--- config.mk ---
export PLATFORM = sky130hd
export DESIGN_NAME = fgb_seq
export DESIGN_NICKNAME = d
export VERILOG_FILES = /design/src/rtl/fgb_pkg.sv /design/src/rtl/fgb_seq.sv
export SDC_FILE = /design/constraint.sdc
export NUM_CORES = 1
export LEC_CHECK = 0
export ABC_AREA = 1
export BUFFER_PORTS_ARGS = -buffer_cell sky130_fd_sc_hd__buf_2
export CAP_MARGIN = 20
export CORE_ASPECT_RATIO = 0.7
export CORE_MARGIN = 3
export CORE_UTILIZATION = 55
export CTS_BUF_LIST = sky130_fd_sc_hd__clkbuf_2
export DETAILED_ROUTE_END_ITERATION = 8
export GPL_TIMING_DRIVEN = 0
export PLACE_DENSITY = 0.79
export SYNTH_ARGS = -nofsm -noshare
export SYNTH_HDL_FRONTEND = slang
export SYNTH_SLANG_ARGS = --single-unit
export TNS_END_PERCENT = 50
--- constraint.sdc ---
create_clock -name clk -period 2.1 [get_ports clk]
set_input_delay 0.42 -clock clk [delete_from_list [all_inputs] [get_ports clk]]
set_output_delay 0.42 -clock clk [all_outputs]
set_load 0.01 [all_outputs]
--- src/rtl/fgb_pkg.sv ---
`default_nettype none

package fgb_pkg;

    // default geometry
    localparam int GLYPH_W_DEF     = 6;
    localparam int GLYPH_H_DEF     = 8;
    localparam int SHEET_MAX_W_DEF = 128;
    localparam int SHEET_MAX_H_DEF = 128;

    // glyph cells per sheet row, code splits into cell column and cell row
    localparam int CELLS_PER_ROW = 16;
    localparam int CELL_BITS     = 4;

    // item field widths
    localparam int OP_W     = 1;
    localparam int LOAD_X_W = 7;
    localparam int LOAD_Y_W = 7;
    localparam int COLOUR_W = 8;
    localparam int CODE_W   = 8;
    localparam int POS_W    = 6;
    localparam int ORIGIN_W = 10;
    localparam int SCREEN_W = 11;

    // op codes
    localparam logic [OP_W-1:0] OP_LOAD = 1'b0;
    localparam logic [OP_W-1:0] OP_DRAW = 1'b1;

    // configuration registers
    localparam int CFG_IDX_W  = 2;
    localparam int CFG_DATA_W = 8;
    localparam logic [CFG_IDX_W-1:0] REG_SHEET_WIDTH  = 2'd0;
    localparam logic [CFG_IDX_W-1:0] REG_SHEET_HEIGHT = 2'd1;
    localparam logic [CFG_DATA_W-1:0] SHEET_WIDTH_RST  = 8'd96;
    localparam logic [CFG_DATA_W-1:0] SHEET_HEIGHT_RST = 8'd128;

    // what travels alongside a pending sheet read
    typedef struct packed {
        logic [SCREEN_W-1:0] screen_x;
        logic [SCREEN_W-1:0] screen_y;
        logic                write_enable;
        logic                last_pixel;
    } pix_meta_t;

endpackage

`default_nettype wire

--- src/rtl/fgb_seq.sv ---
`default_nettype none

module fgb_seq
    import fgb_pkg::*;
#(
    parameter int GLYPH_W     = GLYPH_W_DEF,
    parameter int GLYPH_H     = GLYPH_H_DEF,
    parameter int SHEET_MAX_W = SHEET_MAX_W_DEF,
    parameter int SHEET_MAX_H = SHEET_MAX_H_DEF,
    parameter int ADDR_W      = $clog2(SHEET_MAX_W * SHEET_MAX_H)
) (
    input  wire logic                  clk,
    input  wire logic                  rst_n,
    input  wire logic                  start,
    input  wire logic [CODE_W-1:0]     char_code,
    input  wire logic [POS_W-1:0]      char_pos,
    input  wire logic [ORIGIN_W-1:0]   origin_x,
    input  wire logic [ORIGIN_W-1:0]   origin_y,
    input  wire logic [CFG_DATA_W-1:0] sheet_width,
    input  wire logic [CFG_DATA_W-1:0] sheet_height,
    input  wire logic                  advance,
    output logic                       busy,
    output logic                       fire,
    output logic [ADDR_W-1:0]          rd_addr,
    output pix_meta_t                  meta
);

    localparam int SX_W = $clog2(CELLS_PER_ROW * GLYPH_W);
    localparam int SY_W = $clog2(CELLS_PER_ROW * GLYPH_H);
    localparam int CW   = (GLYPH_W > 1) ? $clog2(GLYPH_W) : 1;
    localparam int RW   = (GLYPH_H > 1) ? $clog2(GLYPH_H) : 1;

    logic                busy_reg, busy_next;
    logic [CW-1:0]       col_reg, col_next;
    logic [RW-1:0]       row_reg, row_next;
    logic [SX_W-1:0]     sx0_reg, sx0_next, sx_reg, sx_next;
    logic [SY_W-1:0]     sy_reg, sy_next;
    logic [SCREEN_W-1:0] dx0_reg, dx0_next, dx_reg, dx_next, dy_reg, dy_next;
    logic                row_end, glyph_end, x_in, y_in;

    assign row_end   = (col_reg == CW'(GLYPH_W - 1));
    assign glyph_end = row_end && (row_reg == RW'(GLYPH_H - 1));
    assign fire      = busy_reg && advance;
    assign busy      = busy_reg;

    // source pixel must sit inside both the configured and the stored sheet
    assign x_in = (32'(sx_reg) < 32'(sheet_width)) && (32'(sx_reg) < SHEET_MAX_W);
    assign y_in = (32'(sy_reg) < 32'(sheet_height)) && (32'(sy_reg) < SHEET_MAX_H);

    assign rd_addr = ADDR_W'(32'(sy_reg) * SHEET_MAX_W + 32'(sx_reg));

    always_comb
    begin
        meta.screen_x     = dx_reg;
        meta.screen_y     = dy_reg;
        meta.write_enable = x_in && y_in;
        meta.last_pixel   = glyph_end;
    end

    always_comb
    begin
        busy_next = busy_reg;
        col_next  = col_reg;
        row_next  = row_reg;
        sx0_next  = sx0_reg;
        sx_next   = sx_reg;
        sy_next   = sy_reg;
        dx0_next  = dx0_reg;
        dx_next   = dx_reg;
        dy_next   = dy_reg;
        if (start)
        begin
            busy_next = 1'b1;
            col_next  = '0;
            row_next  = '0;
            sx0_next  = SX_W'(32'(char_code[CELL_BITS-1:0]) * GLYPH_W);
            sx_next   = sx0_next;
            sy_next   = SY_W'(32'(char_code[CODE_W-1:CELL_BITS]) * GLYPH_H);
            dx0_next  = SCREEN_W'(32'(origin_x) + 32'(char_pos) * GLYPH_W);
            dx_next   = dx0_next;
            dy_next   = SCREEN_W'(origin_y);
        end
        else if (fire)
        begin
            if (row_end)
            begin
                // wrap to the next glyph row
                col_next = '0;
                row_next = row_reg + 1'b1;
                sx_next  = sx0_reg;
                sy_next  = sy_reg + 1'b1;
                dx_next  = dx0_reg;
                dy_next  = dy_reg + 1'b1;
                if (glyph_end)
                begin
                    busy_next = 1'b0;
                end
            end
            else
            begin
                col_next = col_reg + 1'b1;
                sx_next  = sx_reg + 1'b1;
                dx_next  = dx_reg + 1'b1;
            end
        end
    end

    always_ff @(posedge clk or negedge rst_n)
    begin
        if (!rst_n)
        begin
            busy_reg <= 1'b0;
            col_reg  <= '0;
            row_reg  <= '0;
        end
        else
        begin
            busy_reg <= busy_next;
            col_reg  <= col_next;
            row_reg  <= row_next;
        end
    end

    always_ff @(posedge clk)
    begin
        sx0_reg <= sx0_next;
        sx_reg  <= sx_next;
        sy_reg  <= sy_next;
        dx0_reg <= dx0_next;
        dx_reg  <= dx_next;
        dy_reg  <= dy_next;
    end

endmodule

`default_nettype wire

==> impl_metrics.json <==
{
  "power_density_nw_per_um2": 638.5,
  "r2r-start": "col_reg[0]$_DFFE_PN0P_",
  "gp_congestion": 0.8531,
  "max_cap_violations": 0,
  "boundaryPins": 94,
  "fmax_mhz": 425.4,
  "dieArea_um2": 8880,
  "crit_top_cell": "nor2_1",
  "cts_buffers": 9,
  "rr_worst_depth": 5,
  "synthFlopType": "edfxtp_1",
  "rsz0062_at_grt": "yes",
  "r2r_setup_slack_ns": 0.15,
  "initial_core_util_pct": 57.61,
  "crit_arrival_ns": 1.93,
  "drt_iter0_markers": 212,
  "clockBufferDepth": 2,
  "maxSlewViolCount": 0,
  "routedWlPerCell_um": 14.74,
  "p_leak_nw": 2.599,
  "num_vias": 4012,
  "finalPower_mw": 3.332,
  "setup_viol": 3,
  "clkLatencyLatePin_ns": 0.50,
  "hold_viol_final": 0,
  "pre_cts_ws_ns": -0.5425,
  "clk_pin_slew_worst_paths_ns": 0.17,
  "max_stage_delay_ns": 0.49,
  "firstDrtPassIters": 5,
  "hold_path_class": "input pin to flop",
  "synth.distinct_cells": 40,
  "synthCells": 523,
  "wirelength_mm": 10.94,
  "path_buf_inv": 2,
  "avgViaCountPerCell": 5.407,
  "area_growth_syn_to_layout_pct": 22.14,
  "drt-met1-wl_mm": 4.843,
  "syn_area_per_cell_um2": 8.170,
  "die_h_um": 79.75,
  "synth_edf_count": 48,
  "end_kind": "output pin",
  "fin_crit_sh_pct": 112.0,
  "cp_slowest_cell": "edfxtp_1",
  "hold_end": "dx0_reg[0]$_DFFE_PP_",
  "synth_area_um2": 4273,
  "path_cells": "ha_4, nand2_2, inv_2, o21ai_2, nand3_1, nor2_1, nand2_1, nor2_1, buf_2",
  "stdcell_count": 742,
  "cp-start-kind": "flop",
  "r2r_end": "sy_reg[4]$_DFFE_PP_",
  "worstSetupPathType": "flop to output pin",
  "die_w_um": 111.4,
  "wl_met3_um": 786,
  "highest_layer": "met4",
  "grt_pass1_vias": 3730,
  "antenna_found_initial": 0,
  "whs_path_depth": 1,
  "drive_gt1_share_pct": 26.86,
  "worstMarginPinSlew_ns": 0.7528,
  "final_net_count": 734,
  "cp.required_ns": 1.68,
  "antennaDiodeCount": 0,
  "slew_headroom_pct": 49.69,
  "violations": "setup timing",
  "dr_wl_met2_mm": 5.048,
  "path_delay_family": "flip-flops",
  "dpl.hpwl_mm": 7.968,
  "synth_fp_nets": 618,
  "ys_warn_count": 0,
  "port_buffers": 93,
  "grt_overflow_total": 0,
  "status": "complete, but fails checks",
  "skew_ns": 0.03142,
  "grtUsageTotal_pct": 24.59,
  "remaining_drc_errors": 0,
  "clock-root-buffer": "clkbuf_2",
  "ant_nets": 0,
  "cts_tree": "built",
  "grt_start_max_net_pins": 19,
  "rows": 26,
  "hold_path.startpoint": "origin_x[0]",
  "synth_seq_cells": 60,
  "period_minus_slack_ns": 2.351,
  "peakVddDrop_mv": 0.3915,
  "cp_max_fo": 2,
  "clkSinkCount": 60,
  "grt_pass1_wl_mm": 17.30,
  "htreeDepth": 3,
  "core_area_um2": 7417,
  "yosysSeqAreaShare_pct": 40.18,
  "placed_cells": 714,
  "worst_slack_ns": -0.2510,
  "async_flop_share_pct": 11.67
}
-- cell type report --
class                      instances  area, um2
inverter                          73      276.5
multi-input combinational        381       2374
fill                             603       2198
timing repair buffer             107      581.8
buffer                             7      43.79
clock buffer                      12      60.06
tap                               98      122.6
clock inverter                     4      42.54
sequential                        60       1718
-- Yosys cell counts (6+ instances only) --
library cell,n,area [um2]
nand2_1,143,536.8
inv_1,70,262.8
edfxtp_1,48,1441
nand3_1,42,210.2
ha_1,38,475.5
nor2_1,33,123.9
a21oi_1,24,120.1
o21ai_0,21,105.1
xor2_1,12,105.1
nand4_1,9,56.30
o21ai_1,8,40.04
dfrtp_1,7,175.2
nand2_2,6,37.54
-- power breakdown --
part | internal, mW | switching (mW)
logic | 0.424 | 0.599
registers | 1.48 | 0.129
clock network | 0.281 | 0.421
-- logic make-up after synthesis --
group                    synth area share [%]
AO/OA/AOI/OAI                           9.137
buffers and inverters                   8.140
flip-flops                              40.18
adder cells (fa/ha/maj)                 12.53
AND/OR/NAND/NOR                         27.35
XOR/XNOR                                2.665
-- how the worst max path moves through the flow --
stage / from / end / slack [ns] / cells after the start
floorplan: char_pos[0] / dx0_reg[9]$_DFFE_PP_ / -0.21 / 10
global placement: char_pos[1] / dx0_reg[9]$_DFFE_PP_ / -0.51 / 11
detailed placement: char_pos[1] / dx0_reg[9]$_DFFE_PP_ / -0.54 / 11
CTS: sy_reg[5]$_DFFE_PP_ / meta[1] / -0.24 / 9
global route: sy_reg[5]$_DFFE_PP_ / meta[1] / -0.36 / 9
finish: sy_reg[5]$_DFFE_PP_ / meta[1] / -0.25 / 9
-- repair_timing --
action,4_1_cts,5_1_grt
resized for setup,5,21
pin swaps,2,15
buffers inserted,7,6
hold endpoints to repair,7,0
hold buffers,1,0
setup endpoints to repair,4,32
-- metrics by stage --
stage	utilization, %	setup TNS (ns)	area [um2]	hold slack (ns)
2_1_floorplan	-	-1.209	4314	0.1244
3_3_place_gp	66.09	-17.32	4902	0.2589
3_5_place_dp	66.09	-18.55	4902	0.2597
4_1_cts	68.56	-0.3003	5085	0.1085
5_1_grt	70.36	-0.4211	5219	0.06512
6_report	70.36	-0.3263	5219	0.1233
-- routing by layer --
metal  global-route usage, %  up-vias
met2                   40.67      153
met3                   6.667       28
met1                   31.95     1857
met5                       0        -
met4                   7.290        0
li1                        -     1974
-- cell usage in the layout (no fill, tap or decap), drive strengths merged, types with 3 or more instances in the layout --
master  instances
nand2         149
buf           111
inv            72
edfxtp         48
nand3          47
nor2           38
ha             38
o21ai          30
a21oi          24
clkbuf         14
xor2           12
nand4           9
dfrtp           7
nor3            5
dfxtp           5
a31oi           5
and2            4
clkinv          4
o211ai          4
or2             4
nand3b          3
fa              3
Power figures use the tool's default switching activity.
